**src/design/stereo_peak_hold_meter_macros.svh**
```systemverilog
// Assertion helpers for the meter RTL.
`ifndef STEREO_PEAK_HOLD_METER_MACROS_SVH
`define STEREO_PEAK_HOLD_METER_MACROS_SVH

// Same-cycle implication.
`define SPHM_ASSERT_NOW(label, clk, rst, ante, cons, msg) \
   label: assert property (@(posedge clk) disable iff (rst) (ante) |-> (cons)) \
      else $error(msg);

// Next-cycle implication.
`define SPHM_ASSERT_NEXT(label, clk, rst, ante, cons, msg) \
   label: assert property (@(posedge clk) disable iff (rst) (ante) |=> (cons)) \
      else $error(msg);

`endif

```
**src/design/spk_pkg.sv**
```systemverilog
package spk_pkg;

   localparam int CHANNELS = 2;

   localparam int LEVEL_W = 16;
   localparam int TIME_W  = 32;
   localparam int CSR_W   = 16;
   localparam int CSR_INDEX_W = 2;
   localparam int DROP_W  = 18;
   localparam int STEP_W  = 4;
   localparam int EXP_W   = 31;
   localparam int STEPS   = 16;

   localparam logic OP_LEVEL = 1'b0;
   localparam logic OP_CLEAR = 1'b1;

   typedef enum logic [CSR_INDEX_W-1:0] {
      CSR_FLOOR_DB   = 2'd0,
      CSR_HOLD_TIME  = 2'd1,
      CSR_DECAY_RATE = 2'd2
   } csr_index_type;

   localparam logic [CSR_W-1:0] FLOOR_RESET = 16'hC400;
   localparam logic [CSR_W-1:0] HOLD_RESET  = 16'd1000;
   localparam logic [CSR_W-1:0] DECAY_RESET = 16'd5120;

   // drop = floor(rate * elapsed / 1000), clipped: any drop this large kills a peak
   localparam logic [DROP_W-1:0] DROP_MAX       = 18'd131072;
   localparam logic [47:0]       DROP_SAT_LIMIT = 48'd131072000;
   localparam logic [27:0]       RECIP_1000     = 28'd137438954;

   // log2 -> dB and dB -> log2 scale factors
   localparam logic [19:0] LOG2_BIAS   = 20'd983040;
   localparam logic [19:0] DB_PER_LOG2 = 20'd394566;
   localparam logic [22:0] LOG2_PER_DB = 23'd2786635;

   localparam logic [LEVEL_W-1:0] REFRESH_STEP = 16'd33;

   typedef enum logic [1:0] {
      T_IDLE,
      T_RUN,
      T_OUT
   } top_state_type;

   typedef enum logic [3:0] {
      L_IDLE,
      L_LOG,
      L_DB,
      L_LOW,
      L_CMP,
      L_TQ,
      L_EXP,
      L_GAIN,
      L_UPD
   } lane_state_type;

   typedef struct packed {
      logic                start;
      logic                clear;
      logic                decay_en;
      logic [TIME_W-1:0]   now_ms;
      logic [CSR_W-1:0]    floor_db;
      logic [CSR_W-1:0]    hold_time_ms;
      logic [DROP_W-1:0]   drop;
      logic                drop_valid;
   } lane_cmd_type;

   typedef struct packed {
      logic               done;
      logic               refresh;
      logic [LEVEL_W-1:0] peak;
   } lane_rsp_type;

   typedef logic [EXP_W-1:0] exp_tab_type [STEPS];

   function automatic logic [63:0] isqrt64(input logic [63:0] v);
      logic [63:0] rem;
      logic [63:0] res;
      logic [63:0] probe;
      rem = v;
      res = '0;
      for (int i = 31; i >= 0; i--) begin
         probe = 64'd1 << (2 * i);
         if (rem >= res + probe) begin
            rem = rem - (res + probe);
            res = (res >> 1) + probe;
         end else begin
            res = res >> 1;
         end
      end
      return res;
   endfunction

   // Q30 factors 2^(2^-k), k = 1..16, each the isqrt of the previous one
   function automatic exp_tab_type make_exp_tab();
      exp_tab_type t;
      logic [63:0] c;
      c = isqrt64(64'd2 << 60);
      t[0] = c[EXP_W-1:0];
      for (int k = 1; k < STEPS; k++) begin
         c = isqrt64(c << 30);
         t[k] = c[EXP_W-1:0];
      end
      return t;
   endfunction

   localparam exp_tab_type EXP_TAB = make_exp_tab();

endpackage

```
**src/design/spk_drop.sv**
```systemverilog
module spk_drop (
   input  logic                        clock,
   input  logic                        reset,
   input  logic                        start,
   input  logic [spk_pkg::TIME_W-1:0]  elapsed,
   input  logic [spk_pkg::CSR_W-1:0]   decay_rate,
   output logic [spk_pkg::DROP_W-1:0]  drop,
   output logic                        valid
);

   logic [spk_pkg::TIME_W-1:0] elapsed_ff, elapsed_in;
   logic [47:0]                prod_ff, prod_in;
   logic                       sat_ff, sat_in;
   logic [54:0]                quot_ff, quot_in;
   logic [spk_pkg::DROP_W-1:0] drop_ff, drop_in;
   logic [2:0]                 stage_ff, stage_in;
   logic                       valid_ff, valid_in;

   always_comb begin
      elapsed_in = start ? elapsed : elapsed_ff;
      prod_in    = {16'd0, elapsed_ff} * {32'd0, decay_rate};
      sat_in     = prod_ff >= spk_pkg::DROP_SAT_LIMIT;
      quot_in    = {28'd0, prod_ff[26:0]} * {27'd0, spk_pkg::RECIP_1000};
      drop_in    = drop_ff;
      if (stage_ff[2]) begin
         drop_in = sat_ff ? spk_pkg::DROP_MAX : quot_ff[54:37];
      end
      stage_in = {stage_ff[1:0], start};
      valid_in = start ? 1'b0 : (valid_ff | stage_ff[2]);
   end

   always_ff @(posedge clock) begin
      if (reset) begin
         stage_ff <= '0;
         valid_ff <= 1'b0;
      end else begin
         stage_ff <= stage_in;
         valid_ff <= valid_in;
      end
      elapsed_ff <= elapsed_in;
      prod_ff    <= prod_in;
      sat_ff     <= sat_in;
      quot_ff    <= quot_in;
      drop_ff    <= drop_in;
   end

   assign drop  = drop_ff;
   assign valid = valid_ff;

endmodule

```
**config.mk**
```make
export PLATFORM = sky130hd
export DESIGN_NAME = spk_drop
export DESIGN_NICKNAME = d
export VERILOG_FILES = /design/src/design/stereo_peak_hold_meter_macros.svh /design/src/design/spk_pkg.sv /design/src/design/spk_drop.sv
export SDC_FILE = /design/constraint.sdc
export NUM_CORES = 2
export LEC_CHECK = 0
export BUFFER_PORTS_ARGS = -buffer_cell sky130_fd_sc_hd__buf_2
export CORE_ASPECT_RATIO = 0.75
export CORE_MARGIN = 3
export CORE_UTILIZATION = 36
export DETAILED_ROUTE_END_ITERATION = 12
export HOLD_SLACK_MARGIN = 0.15
export SLEW_MARGIN = 20
export SYNTH_ARGS = -nofsm -noshare
export SYNTH_HDL_FRONTEND = slang
export SYNTH_SLANG_ARGS = --single-unit
```
**constraint.sdc**
```tcl
create_clock -name clock -period 6.7 [get_ports clock]
set_input_delay 1.34 -clock clock [delete_from_list [all_inputs] [get_ports clock]]
set_output_delay 1.34 -clock clock [all_outputs]
set_load 0.05 [all_outputs]
```
==> results.yml <==
run_status:
  violations: "setup timing"
  status: "complete, but fails checks"
clock_tree:
  clock_sinks: 121
  clkTransAtPathRegs_ns: 0.06
  ctsHtreeMaxLevel: 4
  clock_tree.buffer_depth: 2
  clockRootBuffer: "clkbuf_16"
  tritoncts: "yes"
  cts_made_buffers: 17
  clk_latency_ns: 0.46
layout:
  fillers: 7864
  mostFrequentLayoutCells: "inv_1, fa_1, ha_1, nand2_1, buf_4"
  post-route-util: 0.428
  area_growth_pct: 17.0
  diodes: 0
  fin_nets: 4455
  drive_gt1_frac: 0.150
  final_common_cell: "inv_1"
sta:
  finalSetupViolations: 1
  hold_viol: 0
  setup_ws_ns: -0.00387
  tightest_slew_ns: 0.978
  fin_crit_ns: 6.70
  min_period_over_period: 1.00
  slew_viol_final: 0
  fin_worst_skew_ns: 0.0147
  grt_setup_unrepaired: "true"
  slew_headroom: 0.342
  clock.fmax_mhz: 149
route:
  wire_per_inst_um: 16.9
  drc: 0
  vias_per_cell: 4.73
  wirelength_um: 74700
  first_pass_iters: 5
  antenna_left: 0
  drt_iter0_drc: 1226
  vias: 20900
logic_synthesis:
  synth-edff-count: 50
  async_flop_share: 0
  yosys_warnings: 0
  synth_seq_area_share: 0.0984
  yosysTopAreaCell: "fa_1"
  syn_area_per_cell_um2: 9.75
  synthDistinctLibCells: 57
  ys_ff_latch: 121
  synth_top_area_share: 0.434
  yosys-top-cells-area: "fa_1, ha_1, inv_1"
  syn_nets: 4158
  synthFlopType: "dfxtp_1"
  syn-cell-area_um2: 29700
  synth_cells: 3045
flow_run:
  maxCapViolCount: 0
die:
  die-height_um: 255
  core-area_um2: 81100
  io_pins: 70
  initial_core_util: 0.366
  die_x_um: 338
  rows: 90
  dieArea_um2: 86000
global_route:
  grt_pass1_wl_um: 123000
  antenna_found_initial: 2
  grt_max_degree: 35
  grtUsageTotal: 0.184
  grt_pass1_vias: 22500
  grt.overflow.total: 0
setup_path:
  critPathTopFamily: "adder cells"
  cpMostUsedCell: "fa_1"
  cp_max_fo: 17
  critical_path_class: "in2reg"
  cp-end-kind: "flip-flop"
  crit_arrival_ns: 7.09
  required_ns: 7.09
  path_cells: "buf_4 > buf_12 > and2_1 > fa_1 > inv_1 > fa_1 > fa_1 > inv_1 > fa_1 > fa_1 > inv_1 > fa_1 > inv_1 > ha_4 > a21oi_1 > o21ai_1 > a221o_1 > a21o_1 > a221oi_4 > a21oi_2 > a31oi_4 > a31oi_4 > a221oi_2 > xnor2_1"
  cpMaxStageDelayCell: "fa_1"
  startpoint_type: "input pin"
  slowest_delay_ns: 0.52
  cp_num_buf_inv: 6
placement:
  post-dp-hpwl_um: 65600
  port_buffers: 69
  gp_congestion: 0.928
hold_path:
  hp-class: "reg2reg"
[timing repair]
item	4_1_cts	5_1_grt
pin swaps	26	49
hold buffers	0	0
gates cloned	2	0
setup buffers	8	4
resized for setup	67	72
setup endpoints to repair	20	29
[final timing paths]
kind                                    start          end  slack, ns  depth (start not counted)
worst max-delay path            decay_rate[6]  prod_ff[47]     -0.004                         24
worst min register to register    stage_ff[0]  stage_ff[1]       0.44                          1
worst min-delay path              stage_ff[0]  stage_ff[1]       0.44                          1
worst max register to register  elapsed_ff[8]  prod_ff[47]       0.24                         22
[metal layers]
| metal | vias up | GRT usage | part of all wire |
|---|---|---|---|
| li1 | 9674 | - | - |
| met4 | 4 | 0.0291 | 0.011 |
| met3 | 59 | 0.0404 | 0.069 |
| met1 | 10600 | 0.276 | 0.49 |
| met2 | 534 | 0.276 | 0.43 |
| met5 | - | 0 | 0.00036 |
[kinds of logic (layout without fill, tap and decap cells)]
kind of cell	count (synthesis)	after routing	synth area share
muxes	2	2	0.000674
buffers and inverters	924	1234	0.117
and+or+nand+nor	686	686	0.112
DFF	121	121	0.0984
adders and majority gates	1062	1062	0.610
xor gates and xnor gates	58	58	0.0171
AOI/OAI and AO/OA	192	192	0.0446
[worst register-to-register path, delay by kind of cell (launching register included)]
kind            cells  cell delay [ns]
xor+xnor            1             0.14
fa+ha+maj           7             3.20
simple gates        2             0.28
compound gates      8             1.66
buf+inv             4             0.45
flops               1             0.66
[registers in the layout, indices dropped and copies added, names as in the netlist]
signal      cells
elapsed_ff     32
quot_ff        18
sat_ff          1
stage_ff        3
valid           1
prod_ff        48
drop           18
[final cells by class]
class                      instances  area (µm²)  area share
timing repair buffer             371        3000      0.0864
sequential                       121        2940      0.0845
inverter                         831        3120      0.0898
multi-input combinational       2000       23800       0.684
tap                             1058        1320      0.0381
clock inverter                    15         181     0.00522
clock buffer                      17         425      0.0122
[through the flow]
step	setup TNS [ns]	hold WS [ns]	area [µm²]	worst slack, ns	std cells
CTS	-0.00748	0.443	34400	-0.00748	4410
global placement	-14.07	0.417	33400	-0.824	4368
floorplan	-0.600	0.392	29800	-0.249	3045
detailed placement	-15.52	0.428	33400	-0.890	4368
global route	-0.581	0.476	34700	-0.158	4413
finish	-0.00387	0.436	34700	-0.00387	4413
[Yosys cell counts, types with 11 or more instances]
library cell / instances
inv_1: 831
fa_1: 643
ha_1: 419
nand2_1: 335
and2_1: 216
clkbuf_1: 93
dfxtp_1: 71
a21oi_1: 58
edfxtp_1: 50
xnor2_1: 45
nor2_1: 43
a21o_1: 36
nor2b_1: 30
o21ai_0: 26
nand3_1: 16
xor2_1: 13
nand4_1: 11
Power is left out: the tool's default activity adds up to more than one toggle a clock period on the data nets, which glitch-free logic cannot reach.
