===== config.mk =====
export PLATFORM = sky130hd
export DESIGN_NAME = spk_lane
export DESIGN_NICKNAME = d
export VERILOG_FILES = /design/src/design/stereo_peak_hold_meter_macros.svh /design/src/design/spk_pkg.sv /design/src/design/spk_lane.sv
export SDC_FILE = /design/constraint.sdc
export NUM_CORES = 2
export LEC_CHECK = 0
export ABC_AREA = 0
export BUFFER_PORTS_ARGS = -buffer_cell sky130_fd_sc_hd__buf_2
export CELL_PAD_IN_SITES_DETAIL_PLACEMENT = 1
export CELL_PAD_IN_SITES_GLOBAL_PLACEMENT = 1
export CORE_ASPECT_RATIO = 1.2
export CORE_MARGIN = 4
export CORE_UTILIZATION = 25
export DETAILED_ROUTE_END_ITERATION = 12
export HOLD_SLACK_MARGIN = 0.15
export PLACE_DENSITY = 0.54
export REMOVE_ABC_BUFFERS = 1
export SLEW_MARGIN = 20
export SYNTH_ARGS = -nofsm -noshare
export SYNTH_HDL_FRONTEND = slang
export SYNTH_SLANG_ARGS = --single-unit

===== constraint.sdc =====
create_clock -name clock -period 26 [get_ports clock]
set_input_delay 5.2 -clock clock [delete_from_list [all_inputs] [get_ports clock]]
set_output_delay 5.2 -clock clock [all_outputs]
set_load 0.01 [all_outputs]

===== src/design/stereo_peak_hold_meter_macros.svh =====
// Assertion helpers for the meter RTL.
`ifndef STEREO_PEAK_HOLD_METER_MACROS_SVH
`define STEREO_PEAK_HOLD_METER_MACROS_SVH

// Same-cycle implication.
`define SPHM_ASSERT_NOW(label, clk, rst, ante, cons, msg) \
   label: assert property (@(posedge clk) disable iff (rst) (ante) |-> (cons)) \
      else $error(msg);

// Next-cycle implication.
`define SPHM_ASSERT_NEXT(label, clk, rst, ante, cons, msg) \
   label: assert property (@(posedge clk) disable iff (rst) (ante) |=> (cons)) \
      else $error(msg);

`endif


===== src/design/spk_pkg.sv =====
package spk_pkg;

   localparam int CHANNELS = 2;

   localparam int LEVEL_W = 16;
   localparam int TIME_W  = 32;
   localparam int CSR_W   = 16;
   localparam int CSR_INDEX_W = 2;
   localparam int DROP_W  = 18;
   localparam int STEP_W  = 4;
   localparam int EXP_W   = 31;
   localparam int STEPS   = 16;

   localparam logic OP_LEVEL = 1'b0;
   localparam logic OP_CLEAR = 1'b1;

   typedef enum logic [CSR_INDEX_W-1:0] {
      CSR_FLOOR_DB   = 2'd0,
      CSR_HOLD_TIME  = 2'd1,
      CSR_DECAY_RATE = 2'd2
   } csr_index_type;

   localparam logic [CSR_W-1:0] FLOOR_RESET = 16'hC400;
   localparam logic [CSR_W-1:0] HOLD_RESET  = 16'd1000;
   localparam logic [CSR_W-1:0] DECAY_RESET = 16'd5120;

   // drop = floor(rate * elapsed / 1000), clipped: any drop this large kills a peak
   localparam logic [DROP_W-1:0] DROP_MAX       = 18'd131072;
   localparam logic [47:0]       DROP_SAT_LIMIT = 48'd131072000;
   localparam logic [27:0]       RECIP_1000     = 28'd137438954;

   // log2 -> dB and dB -> log2 scale factors
   localparam logic [19:0] LOG2_BIAS   = 20'd983040;
   localparam logic [19:0] DB_PER_LOG2 = 20'd394566;
   localparam logic [22:0] LOG2_PER_DB = 23'd2786635;

   localparam logic [LEVEL_W-1:0] REFRESH_STEP = 16'd33;

   typedef enum logic [1:0] {
      T_IDLE,
      T_RUN,
      T_OUT
   } top_state_type;

   typedef enum logic [3:0] {
      L_IDLE,
      L_LOG,
      L_DB,
      L_LOW,
      L_CMP,
      L_TQ,
      L_EXP,
      L_GAIN,
      L_UPD
   } lane_state_type;

   typedef struct packed {
      logic                start;
      logic                clear;
      logic                decay_en;
      logic [TIME_W-1:0]   now_ms;
      logic [CSR_W-1:0]    floor_db;
      logic [CSR_W-1:0]    hold_time_ms;
      logic [DROP_W-1:0]   drop;
      logic                drop_valid;
   } lane_cmd_type;

   typedef struct packed {
      logic               done;
      logic               refresh;
      logic [LEVEL_W-1:0] peak;
   } lane_rsp_type;

   typedef logic [EXP_W-1:0] exp_tab_type [STEPS];

   function automatic logic [63:0] isqrt64(input logic [63:0] v);
      logic [63:0] rem;
      logic [63:0] res;
      logic [63:0] probe;
      rem = v;
      res = '0;
      for (int i = 31; i >= 0; i--) begin
         probe = 64'd1 << (2 * i);
         if (rem >= res + probe) begin
            rem = rem - (res + probe);
            res = (res >> 1) + probe;
         end else begin
            res = res >> 1;
         end
      end
      return res;
   endfunction

   // Q30 factors 2^(2^-k), k = 1..16, each the isqrt of the previous one
   function automatic exp_tab_type make_exp_tab();
      exp_tab_type t;
      logic [63:0] c;
      c = isqrt64(64'd2 << 60);
      t[0] = c[EXP_W-1:0];
      for (int k = 1; k < STEPS; k++) begin
         c = isqrt64(c << 30);
         t[k] = c[EXP_W-1:0];
      end
      return t;
   endfunction

   localparam exp_tab_type EXP_TAB = make_exp_tab();

endpackage


===== src/design/spk_lane.sv =====
module spk_lane (
   input  logic                         clock,
   input  logic                         reset,
   input  spk_pkg::lane_cmd_type        cmd,
   input  logic [spk_pkg::LEVEL_W-1:0]  level,
   output spk_pkg::lane_rsp_type        rsp
);

   spk_pkg::lane_state_type state_ff, state_in;

   logic [15:0] peak_ff, peak_in;
   logic [15:0] shown_ff, shown_in;
   logic [31:0] peak_time_ff, peak_time_in;
   logic [15:0] level_ff, level_in;
   logic [31:0] now_ff, now_in;
   logic        done_ff, done_in;
   logic        refresh_ff, refresh_in;
   logic        decay_ff, decay_in;
   logic [15:0] m_ff, m_in;
   logic [15:0] frac_ff, frac_in;
   logic [3:0]  msb_ff, msb_in;
   logic [spk_pkg::STEP_W-1:0] step_ff, step_in;
   logic signed [41:0] prod_ff, prod_in;
   logic signed [16:0] cur_ff, cur_in;
   logic signed [18:0] low_ff, low_in;
   logic signed [41:0] tq_ff, tq_in;
   logic [spk_pkg::EXP_W-1:0] r_ff, r_in;
   logic [15:0] dec_ff, dec_in;

   logic [3:0]  msb;
   logic [15:0] norm;
   logic [31:0] age;
   logic        go;
   logic [31:0] sq;
   logic [16:0] sq_top;
   logic signed [20:0] x;
   logic signed [41:0] x_ext;
   logic signed [41:0] biased;
   logic signed [16:0] db;
   logic signed [16:0] fl17;
   logic signed [18:0] fl19;
   logic signed [18:0] low;
   logic               kill;
   logic signed [41:0] low_ext;
   logic [15:0] f;
   logic [61:0] rc;
   logic signed [9:0]  n;
   logic signed [10:0] sh;
   logic [spk_pkg::EXP_W-1:0] g;
   logic [15:0] gain;
   logic [15:0] cur_pk;
   logic [15:0] new_pk;
   logic        take;

   function automatic logic [15:0] abs_diff(input logic [15:0] a, input logic [15:0] b);
      return (a > b) ? (a - b) : (b - a);
   endfunction

   always_comb begin
      msb = '0;
      for (int i = 0; i < 16; i++) begin
         if (peak_ff[i]) msb = 4'(i);
      end
   end

   assign norm = peak_ff << (4'd15 - msb);
   assign age  = cmd.now_ms - peak_time_ff;
   assign go   = cmd.decay_en && (peak_ff != '0) && (age >= {16'd0, cmd.hold_time_ms});

   // log2 squaring step
   assign sq     = {16'd0, m_ff} * {16'd0, m_ff};
   assign sq_top = sq[31:15];

   // log2 -> dB, floor clamp
   assign x      = $signed({1'b0, msb_ff, frac_ff}) - $signed({1'b0, spk_pkg::LOG2_BIAS});
   assign x_ext  = 42'(x);
   assign biased = prod_ff + $signed(42'd8388608);
   assign db     = biased[40:24];
   assign fl17   = 17'($signed(cmd.floor_db));
   assign fl19   = 19'($signed(cmd.floor_db));

   assign low     = 19'(cur_ff) - $signed({1'b0, cmd.drop});
   assign kill    = low <= fl19;
   assign low_ext = 42'(low_ff);

   // dB -> gain
   assign f  = tq_ff[31:16];
   assign n  = tq_ff[41:32];
   assign sh = 11'sd15 - 11'(n);
   assign rc = {31'd0, r_ff} * {31'd0, spk_pkg::EXP_TAB[step_ff]};
   assign g  = r_ff >> sh[4:0];

   always_comb begin
      if (sh < 11'sd0) begin
         gain = 16'hFFFF;
      end else if (sh > 11'sd31) begin
         gain = '0;
      end else if (g > 31'd65535) begin
         gain = 16'hFFFF;
      end else begin
         gain = g[15:0];
      end
   end

   assign cur_pk = decay_ff ? dec_ff : peak_ff;
   assign take   = level_ff >= cur_pk;
   assign new_pk = take ? level_ff : cur_pk;

   always_comb begin
      state_in = state_ff;
      case (state_ff)
         spk_pkg::L_IDLE: begin
            if (cmd.start) begin
               if (cmd.clear) begin
                  state_in = spk_pkg::L_IDLE;
               end else if (go) begin
                  state_in = spk_pkg::L_LOG;
               end else begin
                  state_in = spk_pkg::L_UPD;
               end
            end
         end
         spk_pkg::L_LOG: begin
            if (step_ff == 4'(spk_pkg::STEPS - 1)) state_in = spk_pkg::L_DB;
         end
         spk_pkg::L_DB:  state_in = spk_pkg::L_LOW;
         spk_pkg::L_LOW: state_in = spk_pkg::L_CMP;
         spk_pkg::L_CMP: begin
            if (cmd.drop_valid) begin
               state_in = kill ? spk_pkg::L_UPD : spk_pkg::L_TQ;
            end
         end
         spk_pkg::L_TQ:  state_in = spk_pkg::L_EXP;
         spk_pkg::L_EXP: begin
            if (step_ff == 4'(spk_pkg::STEPS - 1)) state_in = spk_pkg::L_GAIN;
         end
         spk_pkg::L_GAIN: state_in = spk_pkg::L_UPD;
         spk_pkg::L_UPD:  state_in = spk_pkg::L_IDLE;
         default:         state_in = spk_pkg::L_IDLE;
      endcase
   end

   always_comb begin
      peak_in      = peak_ff;
      shown_in     = shown_ff;
      peak_time_in = peak_time_ff;
      level_in     = level_ff;
      now_in       = now_ff;
      done_in      = 1'b0;
      refresh_in   = refresh_ff;
      decay_in     = decay_ff;
      m_in         = m_ff;
      frac_in      = frac_ff;
      msb_in       = msb_ff;
      step_in      = step_ff;
      prod_in      = prod_ff;
      cur_in       = cur_ff;
      low_in       = low_ff;
      tq_in        = tq_ff;
      r_in         = r_ff;
      dec_in       = dec_ff;
      case (state_ff)
         spk_pkg::L_IDLE: begin
            if (cmd.start) begin
               level_in = level;
               now_in   = cmd.now_ms;
               decay_in = go;
               m_in     = norm;
               msb_in   = msb;
               frac_in  = '0;
               step_in  = '0;
               if (cmd.clear) begin
                  peak_in    = '0;
                  done_in    = 1'b1;
                  refresh_in = 1'b1;
               end
            end
         end
         spk_pkg::L_LOG: begin
            if (sq_top[16]) begin
               m_in    = sq_top[16:1];
               frac_in = {frac_ff[14:0], 1'b1};
            end else begin
               m_in    = sq_top[15:0];
               frac_in = {frac_ff[14:0], 1'b0};
            end
            step_in = step_ff + 4'd1;
         end
         spk_pkg::L_DB: begin
            prod_in = x_ext * $signed({22'd0, spk_pkg::DB_PER_LOG2});
         end
         spk_pkg::L_LOW: begin
            cur_in = (db < fl17) ? fl17 : db;
         end
         spk_pkg::L_CMP: begin
            low_in = low;
            if (kill) dec_in = '0;
         end
         spk_pkg::L_TQ: begin
            tq_in   = low_ext * $signed({19'd0, spk_pkg::LOG2_PER_DB});
            r_in    = 31'd1 << 30;
            step_in = '0;
         end
         spk_pkg::L_EXP: begin
            if (f[~step_ff]) r_in = rc[60:30];
            step_in = step_ff + 4'd1;
         end
         spk_pkg::L_GAIN: begin
            dec_in = gain;
         end
         spk_pkg::L_UPD: begin
            peak_in  = new_pk;
            shown_in = level_ff;
            if (take) peak_time_in = now_ff;
            refresh_in = (abs_diff(shown_ff, level_ff) >= spk_pkg::REFRESH_STEP) ||
                         (abs_diff(peak_ff, new_pk) >= spk_pkg::REFRESH_STEP);
            done_in = 1'b1;
         end
         default: begin
         end
      endcase
   end

   always_ff @(posedge clock) begin
      if (reset) begin
         state_ff     <= spk_pkg::L_IDLE;
         peak_ff      <= '0;
         shown_ff     <= '0;
         peak_time_ff <= '0;
         done_ff      <= 1'b0;
      end else begin
         state_ff     <= state_in;
         peak_ff      <= peak_in;
         shown_ff     <= shown_in;
         peak_time_ff <= peak_time_in;
         done_ff      <= done_in;
      end
      refresh_ff <= refresh_in;
      level_ff   <= level_in;
      now_ff     <= now_in;
      decay_ff   <= decay_in;
      m_ff       <= m_in;
      frac_ff    <= frac_in;
      msb_ff     <= msb_in;
      step_ff    <= step_in;
      prod_ff    <= prod_in;
      cur_ff     <= cur_in;
      low_ff     <= low_in;
      tq_ff      <= tq_in;
      r_ff       <= r_in;
      dec_ff     <= dec_in;
   end

   assign rsp.done    = done_ff;
   assign rsp.refresh = refresh_ff;
   assign rsp.peak    = peak_ff;

endmodule


==> metrics.md <==
| Metric | Value |
|---|---|
| Post-synth cell types | between 90 and 100 |
| Synth-to-layout area growth | 9.060% |
| Clk_lat worst skew | 0.67 ns |
| Final Max Slew Viols | 0 |
| Synth Flop Type | edfxtp_1 |
| Hold Crit Depth | 2 |
| Core Area | between 200,000 and 300,000 um2 |
| Clk buf depth | 3 |
| TritonCTS clock tree | done |
| Post-CTS Setup Inserts | 0 |
| Largest net degree at the start of global routing | 57 |
| FF+latch count, synth | approximately 290 |
| Initial antenna violation count | 17 |
| Most frequent cells in the layout | 1,562 x inv_1, 1,173 x fa_1, 948 x ha_1, 702 x nand2_1, 577 x and2_1 |
| Outcome | complete, no violations |
| Critical Path End Type | flip-flop |
| Async SR Flop Fraction | 0% |
| Vias per std cell | 4.604 |
| DRC violations left | 0 |
| Cell Rows | around 210 |
| CP arrival | around 11 ns |
| Nets@finish | 9,619 |
| Wire per inst | approximately 20 um |
| Worst EP required | approximately 26 ns |
| Clock Sinks | approximately 290 |
| Yosys top cell area share | 33.92% |
| Hold Buf Count CTS | 0 |
| Synthesized instance count | 7,447 |
| Vias in the first global route | 58,900 |
| Final WL | around 220,000 um |
| Hold Crit Class | flip-flop to flip-flop |
| R2R setup slack | around 15 ns |
| CP dominant cell by count | fa_1 |
| Clk_skew | between 0.02 and 0.025 ns |
| CP Launch Type | flip-flop |
| I/O pins | around 120 |
| DRT Pass-1 Iters | 7 |
| Remaining Overflow, GRT | 0 |
| Post_cts resized | 0 |
| MaxCap Viol Count | 0 |
| Largest stage delay on the critical path | about 0.85 ns |
| Slew Limit Headroom | 30.53% |
| CP bufs+invs | 4 |
| Initial Util | 25.12% |
| Synth warn | 0 |
| TNS Setup | 0 ns |
| Critical path class | flip-flop to flip-flop |
| Share of cells above drive strength 1 | under 10% |
| Seq/Total Area, Yosys | between 10% and 20% |
| Clock transition at path regs | 0.06 ns |
| WHS Endpoint | shown_ff[15]$_SDFFE_PP0P_ |
| Crit Path Max Fanout | 23 |
| H-tree depth | 2 |
| Most common cell after layout, fill and taps aside | inv_1 |
| Final hold violation count | 0 |
| Synth top area cells | fa_1 34%, ha_1 17%, edfxtp_1 9.4% |
| Capture point of the worst reg-to-reg path | r_ff[28]$_SDFFCE_PN0P_ |
| Placer Congestion | about 0.84 |
| Fmax | 95.13 MHz |
| Slew of the pin with the lowest slew margin | 1.036 ns |
| Reg2reg path depth | 28 |
| Hpwl dp | approximately 170,000 um |
| Total CTS buffers | 45 |
| Syn avg cell area | slightly above 9 um2 |
| DIE HEIGHT | 584.5 um |
| CP delay by family, top | adder cells |
| First-pass GRT wire length | 343,200 um |
| Die area | 285,500 um2 |
| Hold Crit Start | shown_ff[15]$_SDFFE_PP0P_ |
| Crit-path slowest cell | edfxtp_1 |
| Mapped Area | 69,230 um2 |
| RSZ-0062 raised after global routing | no |
| Tcrit/Tclk final | between 40% and 50% |
| Initial DRC Count | ~1,900 |
| Post-synth EDFFs | around 220 |
| FF-to-FF Start | step_ff[1]$_SDFFCE_PN0P_ |
| Port buffer count | between 100 and 150 |
| CTS root buf | clkbuf_16 |
| Gr usage total | between 10% and 20% |
| Vias post-DR | roughly 51,000 |
| Final min period | 10.51 ns |
| Die Wd | ~500 um |
| Largest area contributor in the netlist | fa_1 |
| Remaining antenna violation count | 0 |
| Final count of negative-setup-slack endpoints | 0 |
-- metal layers --
metal  routed length [um]  part of all wire (%)  GRT usage [%]
met1                91470                    42          18.88
met2               111800                    52          28.44
met3                 5242                   2.4          1.170
met4                 6779                   3.1          4.251
met5                   13                0.0060              0
-- cell usage after synthesis (12+ instances only) --
| master | number |
|---|---|
| and2_1 | 577 |
| a221o_1 | 14 |
| nor2_1 | 276 |
| a21o_1 | 89 |
| nor2b_1 | 47 |
| ha_1 | 948 |
| mux2i_1 | 120 |
| clkbuf_1 | 274 |
| nor3_1 | 66 |
| inv_1 | 1562 |
| nand4_1 | 42 |
| mux4_2 | 16 |
| nand3_1 | 72 |
| xor2_1 | 53 |
| fa_1 | 1173 |
| a21oi_1 | 265 |
| xnor2_1 | 125 |
| buf_2 | 23 |
| a31oi_1 | 27 |
| nand2_1 | 702 |
| nand2b_1 | 34 |
| or3_1 | 17 |
| edfxtp_1 | 217 |
| mux2_2 | 58 |
| dfxtp_1 | 69 |
| a211oi_1 | 32 |
| o21ai_0 | 174 |
| o211ai_1 | 23 |
| o21a_1 | 34 |
| o22ai_1 | 14 |
| o21bai_1 | 15 |
| and3_1 | 38 |
| nor4_1 | 21 |
| or2_2 | 12 |
-- sequential cells by signal (all words and copies together), names as in the netlist, 4 cells and up --
signal	flops
shown_ff	16
dec_ff	16
frac_ff	16
level_ff	16
low_ff	19
peak_time_ff	32
prod_ff	18
state_ff	4
now_ff	32
step_ff	4
peak_ff	16
r_ff	31
tq_ff	26
cur_ff	17
m_ff	16
msb_ff	4
-- stage by stage --
step,util [%],instance area (um2),hold slack (ns),worst slack (ns),std cells
2_1_floorplan,-,68000,0.4346,16.65,7134
3_3_place_gp,26.84,73980,0.4538,15.20,10970
3_5_place_dp,26.84,73990,0.4656,15.23,10970
4_1_cts,27.39,75500,0.4729,15.38,11050
5_1_grt,27.39,75500,0.4905,14.90,11050
6_report,27.40,75510,0.4709,15.49,11050
-- cell families after synthesis --
family / share of synthesized area (%)
muxes: 3.199
xor gates and xnor gates: 2.252
AOI/OAI and AO/OA: 7.972
adders and majority gates: 51.05
DFF: 11.41
buffers and inverters: 10.27
and+or+nand+nor: 13.85
-- how the worst max path moves through the flow --
stage                                  start                       end  slack, ns  cells after the start
finish              step_ff[1]$_SDFFCE_PN0P_    r_ff[28]$_SDFFCE_PN0P_      15.49                     28
CTS                 step_ff[1]$_SDFFCE_PN0P_    r_ff[28]$_SDFFCE_PN0P_      15.38                     28
detailed placement                   cmd[51]  state_ff[3]$_SDFFE_PP0P_      15.23                     22
floorplan                            cmd[51]  state_ff[3]$_SDFFE_PP0P_      16.65                     21
global route        step_ff[1]$_SDFFCE_PN0P_    r_ff[27]$_SDFFCE_PN0P_      14.90                     28
global placement                     cmd[51]  state_ff[3]$_SDFFE_PP0P_      15.20                     22
-- cell type report --
cell class	instances	area, um2
fillers	32120	200100
multi-input cells	5283	54390
flip-flops and latches	286	7898
inverters	1565	5874
well taps	3621	4531
repair buffers	213	1296
clock buffers	58	1247
clock inverters	24	261.5
diodes	2	5.005
-- worst register-to-register path: cells and delay by family, from the launching register on --
family	cells	cell delay [ns]
adder cells (fa/ha/maj)	10	4.79
AO/OA/AOI/OAI	9	2.73
AND/OR/NAND/NOR	4	0.89
flip-flops	1	0.85
buffers and inverters	4	0.80
XOR/XNOR	1	0.18
Power is left out: the tool's default activity adds up to more than one toggle a clock period on the data nets, which glitch-free logic cannot reach.
